`src/sv/sac_pkg.sv`:
```
// Shared types, widths and constants for the swept box collision pipeline.
`default_nettype none
package sac_pkg;

  localparam int POS_W  = 32;
  localparam int SIZE_W = 16;
  localparam int FRAC_W = 16;
  localparam int DIST_W = 35;
  localparam int TIME_W = 32;
  localparam int ET_W   = 17;
  localparam int QBITS  = 33;
  localparam int NUM_W  = 50;
  localparam int DEN_W  = 32;
  localparam int HIGH_W = NUM_W - QBITS;
  localparam int DIV_LAT = QBITS + 2;
  localparam int PIPE_DEPTH = DIV_LAT + 3;
  localparam int IN_DATA_W  = 256;
  localparam int OUT_DATA_W = 24;

  localparam logic signed [TIME_W-1:0] T_MIN   = 32'sh8000_0000;
  localparam logic signed [TIME_W-1:0] T_MAX   = 32'sh7fff_ffff;
  localparam logic signed [TIME_W-1:0] FIX_ONE = 32'sh0001_0000;

  localparam logic [1:0] NRM_ZERO = 2'b00;
  localparam logic [1:0] NRM_POS  = 2'b01;
  localparam logic [1:0] NRM_NEG  = 2'b11;

  typedef struct packed {
    logic signed [POS_W-1:0] mx;
    logic signed [POS_W-1:0] my;
    logic [SIZE_W-1:0]       mw;
    logic [SIZE_W-1:0]       mh;
    logic signed [POS_W-1:0] vx;
    logic signed [POS_W-1:0] vy;
    logic signed [POS_W-1:0] bx;
    logic signed [POS_W-1:0] by;
    logic [SIZE_W-1:0]       bw;
    logic [SIZE_W-1:0]       bh;
  } pair_t;

  typedef struct packed {
    logic signed [DIST_W-1:0] din;
    logic signed [DIST_W-1:0] dout;
    logic signed [POS_W-1:0]  vel;
  } axis_t;

  typedef struct packed {
    axis_t x;
    axis_t y;
    logic  broad;
  } front_t;

  typedef struct packed {
    logic broad;
    logic din_x_neg;
    logic din_y_neg;
  } side_t;

  typedef struct packed {
    logic              hit;
    logic [ET_W-1:0]   entry_time;
    logic [1:0]        normal_x;
    logic [1:0]        normal_y;
    logic              broad_overlap;
  } res_t;

endpackage
`default_nettype wire

```
`src/sv/sac_decide.sv`:
```
// Final hit decision, entry time and contact normal stage.
`default_nettype none
module sac_decide import sac_pkg::*; (
  input  wire logic                     clk,
  input  wire logic                     en,
  input  wire logic signed [TIME_W-1:0] ex,
  input  wire logic signed [TIME_W-1:0] ey,
  input  wire logic signed [TIME_W-1:0] xx,
  input  wire logic signed [TIME_W-1:0] xy,
  input  wire side_t                    side,
  output res_t                          res
);

  logic signed [TIME_W-1:0] tin;
  logic signed [TIME_W-1:0] tout;
  logic miss;
  res_t res_next;

  always_comb begin
    tin  = (ex > ey) ? ex : ey;
    tout = (xx < xy) ? xx : xy;
    miss = (tin > tout) || ((ex < 0) && (ey < 0)) || (ex > FIX_ONE) || (ey > FIX_ONE);
    res_next.broad_overlap = side.broad;
    res_next.hit        = 1'b0;
    res_next.entry_time = FIX_ONE[ET_W-1:0];
    res_next.normal_x   = NRM_ZERO;
    res_next.normal_y   = NRM_ZERO;
    if (!miss) begin
      res_next.hit        = 1'b1;
      res_next.entry_time = tin[ET_W-1:0];
      if (ex > ey) begin
        res_next.normal_x = side.din_x_neg ? NRM_POS : NRM_NEG;
      end else begin
        res_next.normal_y = side.din_y_neg ? NRM_POS : NRM_NEG;
      end
    end
  end

  always_ff @(posedge clk) begin
    if (en) begin
      res <= res_next;
    end
  end

endmodule
`default_nettype wire
```
`config.mk`:
```
export PLATFORM = sky130hd
export DESIGN_NAME = sac_decide
export DESIGN_NICKNAME = d
export VERILOG_FILES = /design/src/sv/sac_pkg.sv /design/src/sv/sac_decide.sv
export SDC_FILE = /design/constraint.sdc
export NUM_CORES = 1
export LEC_CHECK = 0
export BUFFER_PORTS_ARGS = -buffer_cell sky130_fd_sc_hd__buf_2
export CAP_MARGIN = 20
export CORE_MARGIN = 2
export CORE_UTILIZATION = 51
export DETAILED_ROUTE_END_ITERATION = 8
export PLACE_DENSITY = 0.83
export SLEW_MARGIN = 20
export SYNTH_ARGS = -nofsm -noshare
export SYNTH_HDL_FRONTEND = slang
export SYNTH_SLANG_ARGS = --single-unit
export TNS_END_PERCENT = 30
```
`constraint.sdc`:
```
create_clock -name clk -period 7.2 [get_ports clk]
set_input_delay 1.44 -clock clk [delete_from_list [all_inputs] [get_ports clk]]
set_output_delay 1.44 -clock clk [all_outputs]
set_load 0.005 [all_outputs]
```
==> results.yml <==
run_status:
  status: "finished, final reports clean"
placed_design:
  dpl.cell_count: 722
  dp_slack_ns: 0.650
  gp_congestion: 0.919
  portBuffers: 155
  placed_area_um2: 4990
  place_hpwl_um: 10000
routing:
  avgRoutedWirePerCell_um: 15.7
  firstDrtPassIters: 4
  routed_wl_um: 11400
  via_count: 4130
  ant_nets: 0
  avgViaCountPerCell: 5.69
  route.detailed.drc: 0
  drt_iter0_markers: 101
worst_setup_path:
  critical_path_arrival_ns: 6.31
  cp_max_fo: 17
  crit_type: "input pin to register"
  required_ns: 7.23
  cp-end-kind: "register"
  crit_path_start_kind: "input pin"
power:
  peakVddDrop_uv: 59.0
  leakage_nw: 2.81
  power.density_nw_per_um2: 122
  power.internal_w: 0.000372
  switching_share_pct: 39.5
  p_clk_share_pct: 13.2
  p_comb_share_pct: 60.3
  p_sw_w: 0.000243
  p_seq_share_pct: 26.5
timing:
  layout_setup_ws_ns: 0.921
  setup_violations: 0
  min_period_over_period_pct: 87.2
  layout_min_cycle_time_ns: 6.28
  rsz0062_at_grt: "no"
  fin_tns_setup_ns: 0
  hold_violations: 0
  fmax_mhz: 159
  drv_slew: 0
  worstMarginPinSlew_ns: 0.758
  max_slew_margin_pct: 49.3
yosys:
  syn_inst: 470
  syn_avg_cell_area_um2: 8.72
  syn_area_um2: 4100
  async_reset_ff_share_pct: 0
  yosys_register_bits: 23
  yosysUniqueCellTypes: 47
  synth_edf_count: 23
  synth-seq-area-share_pct: 16.8
  synth_nets: 699
  ys.flop_type: "edfxtp_1"
  yosysWarnings: 0
floorplanning:
  core-area_um2: 7770
  die_h_um: 93.7
  io_pins: 156
  die_area_um2: 8770
  dieWidth_um: 93.7
  rows: 32
  start_util_pct: 52.8
clock_tree:
  cts_buffers: 3
  holdBufCountCts: 0
  cts_tree: "built"
  h-tree-depth: 1
  cts_buffer_depth: 2
  path_clk_slew_ns: 0.08
  cts_resized: 0
  cts_sinks: 23
  postCtsSetupBuffers: 0
  clockRootBuffer: "clkbuf_8"
run:
  drv_cap: 0
global_routing:
  grt_overflow_total: 0
  grt_max_degree: 34
  grt_pass1_wl_um: 18000
  grt_pass1_vias: 4081
  grt_usage_pct: 25.7
  antenna_found_initial: 0
min_path:
  hold_class: "input pin to register"
final_layout:
  largest_reg_flops: 23
  syn2layout_area_growth_pct: 22.8
  stdcell_area_um2: 5030
  fin_cells: 726
  num-nets-final: 854
  final_core_util_pct: 64.8
  largest_registers: "res x23"
  num_antenna_cells: 0
  drive_gt1_share_pct: 31.3
  regMostFlops: "res"
through the flow:
| step | hold slack [ns] | power, W |
|---|---|---|
| global placement | 1.62 | 0.000514 |
| global route | 1.33 | 0.000669 |
| floorplan | 1.54 | 0.000409 |
| CTS | 1.35 | 0.000613 |
| detailed placement | 1.62 | 0.000532 |
| finish | 1.35 | 0.000614 |
cell usage in the layout, fill, tap and decap left out, drive strengths merged, types with 11 or more instances in the layout:
master and instances:
buf 159, ha 96, inv 70, a21oi 36, nand2 33, mux2i 32, o21ai 27, edfxtp 23
nand4 19, nor4 18, mux2 17, and2 15, nor2 14, a21o 11
cell families (layout without fill, tap and decap cells):
logic type | count (synthesis) | after routing | share of synthesized area, %
fa+ha+maj | 96 | 96 | 29.3
simple gates | 124 | 124 | 17.0
compound gates | 99 | 99 | 15.1
flops | 23 | 23 | 16.8
mux | 49 | 49 | 13.8
buf+inv | 79 | 233 | 8.00
cells in the mapped netlist (2+ instances only):
cell type,n,area share (%)
mux2_4,14,5.1
and4_1,2,0.43
buf_4,3,0.55
ha_1,96,29
nand3_1,8,0.98
nand4_1,18,2.7
and2_4,8,1.7
nor2b_1,5,0.76
nor4_1,17,2.6
a21o_1,11,2.0
and2_1,7,1.1
a21oi_1,35,4.3
buf_2,4,0.49
nor3_1,4,0.49
inv_1,69,6.3
o21ai_0,26,3.2
edfxtp_1,23,17
o21a_1,2,0.37
nand2b_1,4,0.61
o211ai_1,6,1.1
mux2_2,3,0.82
mux2i_1,32,7.8
nand2_1,33,3.0
a211oi_1,2,0.37
a211o_1,2,0.43
buf_6,2,0.55
nor2_1,14,1.3
final timing paths:
check / start / end / slack, ns / cells after the start
setup / recovery: xx[25] / res[15] / 0.92 / 21
hold / removal: side[2] / res[0] / 1.35 / 1
per-layer routing:
metal  up-vias  routed length [um]  global-route usage (%)
met5         -                   0                       0
met4         0                 411                    9.90
met3        33                 722                    3.45
met1      1879                4760                    30.4
li1       2043                   -                       -
met2       175                5490                    46.9
cell type report:
cell class                 instances  area, um2
tap                              102        128
clock inverter                     1       5.00
inverter                          70        263
clock buffer                       3       41.3
multi-input combinational        368       3100
fill                             692       2730
sequential                        23        691
timing repair buffer             159        806
critical path: stages:
cell	delay, ns
buf_2	0.11
ha_1	0.30
a21oi_1	0.16
nor2_1	0.06
a211oi_1	0.19
o21ai_0	0.11
a2111oi_1	0.68
nor2_1	0.17
a41oi_4	0.41
buf_4	0.37
mux2i_1	0.24
ha_1	0.27
a21oi_1	0.16
o21ai_0	0.11
nand2b_1	0.08
a31oi_1	0.09
o41a_1	0.39
or3_1	0.35
nand3_1	0.23
inv_2	0.19
and2_1	0.20
power groups by stage:
stage / Sequential, W / Clock, W / Combinational, W
final: 0.000163 / 0.0000811 / 0.000370
after global routing: 0.000164 / 0.0000893 / 0.000416
after CTS: 0.000163 / 0.0000813 / 0.000368
after detailed placement: 0.000166 / 0 / 0.000366
after global placement: 0.000166 / 0 / 0.000348
after floorplan: 0.000168 / 0 / 0.000241
No activity file was read; power rests on OpenSTA's default activity.
