<file path="src/sv/sac_pkg.sv">
// Shared types, widths and constants for the swept box collision pipeline.
`default_nettype none
package sac_pkg;

  localparam int POS_W  = 32;
  localparam int SIZE_W = 16;
  localparam int FRAC_W = 16;
  localparam int DIST_W = 35;
  localparam int TIME_W = 32;
  localparam int ET_W   = 17;
  localparam int QBITS  = 33;
  localparam int NUM_W  = 50;
  localparam int DEN_W  = 32;
  localparam int HIGH_W = NUM_W - QBITS;
  localparam int DIV_LAT = QBITS + 2;
  localparam int PIPE_DEPTH = DIV_LAT + 3;
  localparam int IN_DATA_W  = 256;
  localparam int OUT_DATA_W = 24;

  localparam logic signed [TIME_W-1:0] T_MIN   = 32'sh8000_0000;
  localparam logic signed [TIME_W-1:0] T_MAX   = 32'sh7fff_ffff;
  localparam logic signed [TIME_W-1:0] FIX_ONE = 32'sh0001_0000;

  localparam logic [1:0] NRM_ZERO = 2'b00;
  localparam logic [1:0] NRM_POS  = 2'b01;
  localparam logic [1:0] NRM_NEG  = 2'b11;

  typedef struct packed {
    logic signed [POS_W-1:0] mx;
    logic signed [POS_W-1:0] my;
    logic [SIZE_W-1:0]       mw;
    logic [SIZE_W-1:0]       mh;
    logic signed [POS_W-1:0] vx;
    logic signed [POS_W-1:0] vy;
    logic signed [POS_W-1:0] bx;
    logic signed [POS_W-1:0] by;
    logic [SIZE_W-1:0]       bw;
    logic [SIZE_W-1:0]       bh;
  } pair_t;

  typedef struct packed {
    logic signed [DIST_W-1:0] din;
    logic signed [DIST_W-1:0] dout;
    logic signed [POS_W-1:0]  vel;
  } axis_t;

  typedef struct packed {
    axis_t x;
    axis_t y;
    logic  broad;
  } front_t;

  typedef struct packed {
    logic broad;
    logic din_x_neg;
    logic din_y_neg;
  } side_t;

  typedef struct packed {
    logic              hit;
    logic [ET_W-1:0]   entry_time;
    logic [1:0]        normal_x;
    logic [1:0]        normal_y;
    logic              broad_overlap;
  } res_t;

endpackage
`default_nettype wire

</file>
<file path="src/sv/sac_front.sv">
// Edge distances and broad-phase overlap stage.
`default_nettype none
module sac_front import sac_pkg::*; (
  input  wire logic   clk,
  input  wire logic   en,
  input  wire pair_t  pair,
  output front_t      front
);

  function automatic logic signed [DIST_W-1:0] sx(input logic signed [POS_W-1:0] v);
    sx = {{(DIST_W-POS_W){v[POS_W-1]}}, v};
  endfunction

  function automatic logic signed [DIST_W-1:0] fx(input logic [SIZE_W-1:0] s);
    fx = {{(DIST_W-SIZE_W-FRAC_W){1'b0}}, s, {FRAC_W{1'b0}}};
  endfunction

  function automatic axis_t axis_calc(input logic signed [POS_W-1:0] p,
                                      input logic [SIZE_W-1:0] s,
                                      input logic signed [POS_W-1:0] v,
                                      input logic signed [POS_W-1:0] bp,
                                      input logic [SIZE_W-1:0] bs);
    logic signed [DIST_W-1:0] near_d;
    logic signed [DIST_W-1:0] far_d;
    near_d = sx(bp) - (sx(p) + fx(s));
    far_d  = (sx(bp) + fx(bs)) - sx(p);
    axis_calc.vel = v;
    if (v > 0) begin
      axis_calc.din  = near_d;
      axis_calc.dout = far_d;
    end else begin
      axis_calc.din  = far_d;
      axis_calc.dout = near_d;
    end
  endfunction

  // Swept interval runs from p + min(v,0) to p + s + max(v,0); touching counts.
  function automatic logic axis_broad(input logic signed [POS_W-1:0] p,
                                      input logic [SIZE_W-1:0] s,
                                      input logic signed [POS_W-1:0] v,
                                      input logic signed [POS_W-1:0] bp,
                                      input logic [SIZE_W-1:0] bs);
    logic signed [DIST_W-1:0] lo;
    logic signed [DIST_W-1:0] hi;
    lo = sx(p) + ((v < 0) ? sx(v) : '0);
    hi = sx(p) + fx(s) + ((v > 0) ? sx(v) : '0);
    axis_broad = !((hi < sx(bp)) || ((sx(bp) + fx(bs)) < lo));
  endfunction

  front_t front_next;

  always_comb begin
    front_next.x = axis_calc(pair.mx, pair.mw, pair.vx, pair.bx, pair.bw);
    front_next.y = axis_calc(pair.my, pair.mh, pair.vy, pair.by, pair.bh);
    front_next.broad = axis_broad(pair.mx, pair.mw, pair.vx, pair.bx, pair.bw) &&
                       axis_broad(pair.my, pair.mh, pair.vy, pair.by, pair.bh);
  end

  always_ff @(posedge clk) begin
    if (en) begin
      front <= front_next;
    end
  end

endmodule
`default_nettype wire

</file>
<file path="config.mk">
export PLATFORM = sky130hd
export DESIGN_NAME = sac_front
export DESIGN_NICKNAME = d
export VERILOG_FILES = /design/src/sv/sac_pkg.sv /design/src/sv/sac_front.sv
export SDC_FILE = /design/constraint.sdc
export NUM_CORES = 1
export LEC_CHECK = 0
export BUFFER_PORTS_ARGS = -buffer_cell sky130_fd_sc_hd__buf_2
export CORE_UTILIZATION = 45
export DETAILED_ROUTE_END_ITERATION = 6
export PLACE_DENSITY = 0.65
export SYNTH_ARGS = -nofsm -noshare
export SYNTH_HDL_FRONTEND = slang
export SYNTH_SLANG_ARGS = --single-unit
</file>
<file path="constraint.sdc">
create_clock -name clk -period 8.52 [get_ports clk]
set_input_delay 1.278 -clock clk [delete_from_list [all_inputs] [get_ports clk]]
set_output_delay 1.278 -clock clk [all_outputs]
set_load 0.05 [all_outputs]
</file>
==> results of run 1 <==
-- path summary, 6_finish.rpt --
path | startpoint | endpoint | slack (ns) | depth (start not counted)
max | pair[159] | front[0] | 1.08 | 25
min | pair[146] | front[121] | 0.92 | 1
-- cells in the final DEF (no fill, tap or decap), types with 89 or more instances in the layout --
cell,instances
nand2_1,302
a21o_1,203
edfxtp_1,205
ha_1,528
nor2_1,181
inv_1,310
buf_2,461
o21ai_0,208
and2_1,144
a21oi_1,306
xor2_1,89
xnor2_1,204
-- per-stage QoR --
step	hold WS [ns]	utilization, %	instance area, sq um	total power, uW
floorplan	1.377	-	29540	4248
global placement	1.488	50.70	32740	5181
detailed placement	1.491	50.70	32740	5195
CTS	0.8771	51.98	33570	6351
global route	0.8914	52.00	33580	6798
finish	0.9159	52.00	33580	6333
-- critical path, stage by stage --
cell	delay, ns
buf_2	0.11
buf_4	0.23
and2_1	0.21
ha_1	0.20
fa_1	0.41
a21oi_1	0.22
o21ai_0	0.17
a31oi_1	0.35
o211ai_1	0.20
a21o_1	0.27
a41o_1	0.29
o41ai_1	0.59
o21ai_0	0.28
nand2_1	0.15
a31oi_1	0.12
ha_1	0.34
nand4_1	0.15
nor2_1	0.10
nand2_1	0.09
nor3_1	0.06
a2111oi_0	0.42
o21ai_0	0.26
o21ai_0	0.72
o21ai_0	0.29
nor4b_1	0.31
-- layout make-up --
type | instances | area (sq um) | share of cell area (%)
clock buffers | 33 | 698.2 | 2.079
repair buffers | 472 | 2396 | 7.134
diodes | 6 | 15.01 | 0.04471
inverters | 312 | 1171 | 3.487
flip-flops and latches | 205 | 6156 | 18.33
well taps | 855 | 1070 | 3.185
clock inverters | 14 | 130.1 | 0.3875
multi-input cells | 2915 | 21950 | 65.35
-- cells by family (layout without fill, tap and decap cells) --
family / count (synthesis) / in the layout
adder cells (fa/ha/maj): 574 / 574
other: 1 / 12
AND/OR/NAND/NOR: 998 / 998
buffers and inverters: 381 / 831
XOR/XNOR: 293 / 293
multiplexers: 19 / 19
AO/OA/AOI/OAI: 1025 / 1025
flip-flops: 205 / 205
-- routing by layer --
layer	share of wire, %	up-vias
met3	6.4	108
li1	-	13457
met1	47	12303
met4	2.3	2
met2	45	741
met5	0.011	-
-- power by group --
group | switching, uW | total, uW | leakage, uW | internal, uW
registers | 72.0 | 1440 | 0.00200 | 1370
logic | 2450 | 3790 | 0.0140 | 1340
clock network | 467 | 1100 | 0.000397 | 638
==> metrics.md, run 1 <==
| Metric | Value |
|---|---|
| Status | finished, final reports clean |
| Via count of the first global-routing pass | between 20000 and 30000 |
| Max Root-Sink Buffers | 3 |
| Fraction of registers with async set/reset | 0% |
| P&R area growth vs syn | 13.78% |
| Met2 usage | 41.57% |
| Starting Density | a little under half |
| Setup WS pre-CTS | between 0.6 and 0.7 ns |
| Drt via density | 5.530 |
| Max-slew violations | 0 |
| Antenna-violating nets left | 0 |
| PwrDens | roughly 190 nW/um^2 |
| Die height | between 200 and 300 um |
| Drt pass-1 iters | 7 |
| Global-route wire length before repair | approximately 140 mm |
| Routed via count | between 20000 and 30000 |
| Post-CTS Setup Inserts | 0 |
| Share of layout cells above drive strength 1 | around 15% |
| Final hold vios | 0 |
| WL final | slightly below 90 mm |
| Predominant post-synthesis flop cell | edfxtp_1 |
| Max VDD drop | about 0.19 mV |
| Core Region | 64580 sq um |
| TritonCTS Buffers | 26 |
| PnR worst setup slack | around 1.1 ns |
| Grt total ovfl | 0 |
| CTS tree | done |
| Cells after synthesis | 3496 |
| Gr usage total | 25.77% |
| Mapped Avg Cell Area | ~8.4 sq um |
| Ys Warns | 0 |
| H-tree depth | 1 |
| Max FFs per register | between 200 and 250 |
| Largest family of logic cells by synthesized area | adder cells |
| Post-synthesis simple-gate area fraction | between 10% and 20% |
| Leading area contributor after synthesis | ha_1 |
| CP Launch Type | input port |
| Gr busiest metal | met2 |
| Largest net degree at the start of global routing | roughly 110 |
| I/O Pins | 463 |
| Worst Setup End Kind | register |
| M3 GR Usage | approximately 4.2% |
| Die width | approximately 260 um |
| Number of synthesized flops with an enable pin | a little over 200 |
| Class of the worst hold path | input port to register |
| FILL cells | approximately 6300 |
| Grt met1 use | 35.56% |
| CP max FO | 35 |
| Fmax | roughly 130 MHz |
| Post-Syn Area | between 20000 and 30000 sq um |
| Post-synthesis compound-gate area fraction | 22.55% |
| Synth Area in XOR/XNOR | approximately 8.7% |
| Total leakage power | between 0.015 and 0.02 uW |
| Flops & latches, synth | about 210 |
| Dominant cells by area after synthesis | ha_1, edfxtp_1, xnor2_1, a21oi_1, a21o_1 |
| Largest Register | front |
| Root buffer cell | clkbuf_16 |
| Tmin final | 7.442 ns |
| 1st-iter DRT viols | roughly 1800 |
| Cell Count, Final, Fillers Out | just under 5000 |
| # rows | 93 |
| Avg WL per Cell | 18.33 um |
| Synth top area share | between 20% and 30% |
| Endpoints failing setup | 0 |
| Nets | approximately 4800 |
| Top-count cell post-synth | ha_1 |
| Netlist cell types | 92 |
| Post-detail-place hpwl | approximately 74 mm |
| Input/output buffers | roughly 460 |
| Relative slew slack | between 30% and 40% |
| Post-synthesis mux area share | 0.6782% |
| GP Congestion | about 0.95 |
| Total placed cells including tap cells | between 4000 and 5000 |
| Clock sink count | between 200 and 250 |
| WS Path Type | input port to register |
| Post-synthesis adder-cell area fraction | about a quarter |
| Largest regs | front x205 |
| Tcrit/Tclk final | between 80% and 90% |
| Seq/Total Area, Yosys | about a fifth |
| Least-Margin Pin Slew | between 0.9 and 1 ns |
| Number of gates resized after cts | 0 |
| Hold Buf Count CTS | 0 |
| DRC violations left | 0 |
| Synth cell count leaders | ha_1, inv_1, a21oi_1 |
| Critical path arrival | roughly 8 ns |
| Die Area | 66620 sq um |
| Final setup TNS | 0 ns |
| Data required, critical path | about 8.9 ns |
| Initial antenna violation count | 8 |
| RSZ-0062 raised after global routing | false |
| Max-cap violations | 0 |
| Clk pin slew, worst setup/hold paths | ~0.070 ns |
Note: power is estimated with default switching activity, not from simulation.
==> run 2, diff against run 1 <==
BUFFER_PORTS_ARGS = -buffer_cell sky130_fd_sc_hd__clkbuf_2   (was -buffer_cell sky130_fd_sc_hd__buf_2)
==> metrics.md, run 2 (synthesized netlist as in run 1, its figures left out) <==
| Metric | Value |
|---|---|
| Final setup TNS | 0 ns (unchanged) |
| Gr usage total | 25.79% (about the same) |
| Max-slew violations | 0 (unchanged) |
| Core Region | 64580 sq um (unchanged) |
| Max FFs per register | 205 (unchanged) |
| Clk pin slew, worst setup/hold paths | 0.07 ns (about the same) |
| Die width | 258.1 um (unchanged) |
| PwrDens | 188.4 nW/um^2 (about the same) |
| Routed via count | 26723 (+0.42%) |
| CP max FO | 27 (-23%) |
| Final hold slack | 0.9172 ns (+0.001290 ns) |
| Die Area | 66620 sq um (unchanged) |
| Post-detail-place hpwl | 74.61 mm (+0.85%) |
| Starting Density | 45.71% (unchanged) |
| Data required, critical path | 8.84 ns (-0.07 ns) |
| I/O Pins | 463 (unchanged) |
| Most frequent cells in the layout | ha_1, clkbuf_2, inv_1 |
| Nets | 4764 (unchanged) |
| Dpl cell area | 32750 sq um (about the same) |
| Drt via density | 5.557 (+0.48%) |
| Final design utilization | 52.00% (about the same) |
| Max Root-Sink Buffers | 3 (unchanged) |
| Max VDD drop | 0.1760 mV (-8.2%) |
| RSZ-0062 raised after global routing | false |
| Hold path depth | 1 (unchanged) |
| Relative slew slack | 37.50% (-1.3 points) |
| # rows | 93 (unchanged) |
| WS Path Type | input port to register |
| Tcrit/Tclk final | 85.31% (-2.0 points) |
| Number of gates resized after cts | 0 (unchanged) |
| DRC violations left | 0 (unchanged) |
| Initial antenna violation count | 4 (-4) |
| 1st-iter DRT viols | 2125 (+16%) |
| WL final | 88.23 mm (about the same) |
| Die height | 258.1 um (unchanged) |
| Least-Margin Pin Slew | 0.9376 ns (+0.01910 ns) |
| Input/output buffers | 462 (unchanged) |
| Drt pass-1 iters | 5 (-2) |
| CP Launch Type | input port |
| Clock sink count | 205 (unchanged) |
| Final instance area | 33580 sq um (about the same) |
| TritonCTS Buffers | 26 (unchanged) |
| Global-route wire length before repair | 136.6 mm (+0.39%) |
| Antenna-violating nets left | 0 (unchanged) |
| Largest Register | front |
| Largest regs | front x205 |
| Via count of the first global-routing pass | 25362 (+1.2%) |
| Hold Buf Count CTS | 0 (unchanged) |
| Tmin final | 7.268 ns (-0.1740 ns) |
| Worst Setup End Kind | register |
| Post-CTS Setup Inserts | 0 (unchanged) |
| Most common cell after layout, fill and taps aside | ha_1 |
| Avg WL per Cell | 18.35 um (about the same) |
| CTS tree | done |
| FILL cells | 6327 (+0.88%) |
| Endpoints failing setup | 0 (unchanged) |
| P&R area growth vs syn | 13.76% (about the same) |
| Class of the worst hold path | input port to register |
| Total leakage power | 0.01654 uW (+0.59%) |
| Largest net degree at the start of global routing | 78 (-26%) |
| Status | finished, final reports clean |
| Grt total ovfl | 0 (unchanged) |
| Share of layout cells above drive strength 1 | 14.88% (+0.15 points) |
| Root buffer cell | clkbuf_16 |
| Final hold vios | 0 (unchanged) |
| GP Congestion | 0.9522 (about the same) |
| Max-cap violations | 0 (unchanged) |
| Pwr Total | 6326 uW (-0.11%) |
| Fmax | 137.6 MHz (+2.4%) |
| H-tree depth | 1 (unchanged) |
| Critical path arrival | 7.59 ns (-0.24 ns) |
[run 2: final timing paths]
kind	start	to	slack [ns]
min	pair[146]	front[121]	0.92
max	pair[152]	front[0]	1.25
[run 2: layout make-up]
| class | count | area [sq um] | share of cell area, % |
|---|---|---|---|
| multi-input combinational | 2915 | 21950 | 65.36 |
| sequential | 205 | 6156 | 18.33 |
| timing repair buffer | 472 | 2409 | 7.173 |
| inverter | 312 | 1171 | 3.488 |
| tap | 855 | 1070 | 3.186 |
| clock buffer | 31 | 669.4 | 1.993 |
| clock inverter | 17 | 151.4 | 0.4509 |
| antenna | 2 | 5.005 | 0.01490 |
[run 2: per-stage QoR]
step                      setup WS (ns)  std cells
after detailed placement         0.9172       4759
final                             1.252       4809
after global routing              1.061       4807
after global placement           0.9593       4759
after floorplan                   2.468       3501
after CTS                         1.540       4807
[run 2: worst max-delay path, stage by stage]
cell and delay [ns]:
clkbuf_2 0.10, nor4_1 0.56, nand4_1 0.27, nor2_1 0.27, nor2_4 0.17, and2_1 0.21
ha_1 0.20, fa_1 0.43, a21o_1 0.17, a21oi_1 0.27, o21ai_0 0.19, a41oi_1 0.40
o21ai_0 0.23, a21oi_1 0.47, o21ai_0 0.38, a21oi_1 0.28, xnor2_1 0.15, ha_1 0.27
a21o_1 0.16, a21o_1 0.17, a21oi_1 0.16, nor2_1 0.06, nor2_1 0.13, nand3_1 0.09
o21a_1 0.11, a21oi_1 0.29, nor4b_1 0.11
[run 2: report_power, final]
part / internal [uW] / leakage (uW) / switching (uW)
logic: 1330 / 0.0141 / 2460
registers: 1370 / 0.00200 / 74.9
clock network: 600 / 0.000388 / 490
[run 2: per-layer routing]
metal  wire length (um)  up-vias  GRT usage [%]
li1                   -    13451              -
met1              40850    12399          35.20
met2              39360      771          42.02
met3               6119      102          4.692
met4               1899        0          6.098
met5                  0        -              0
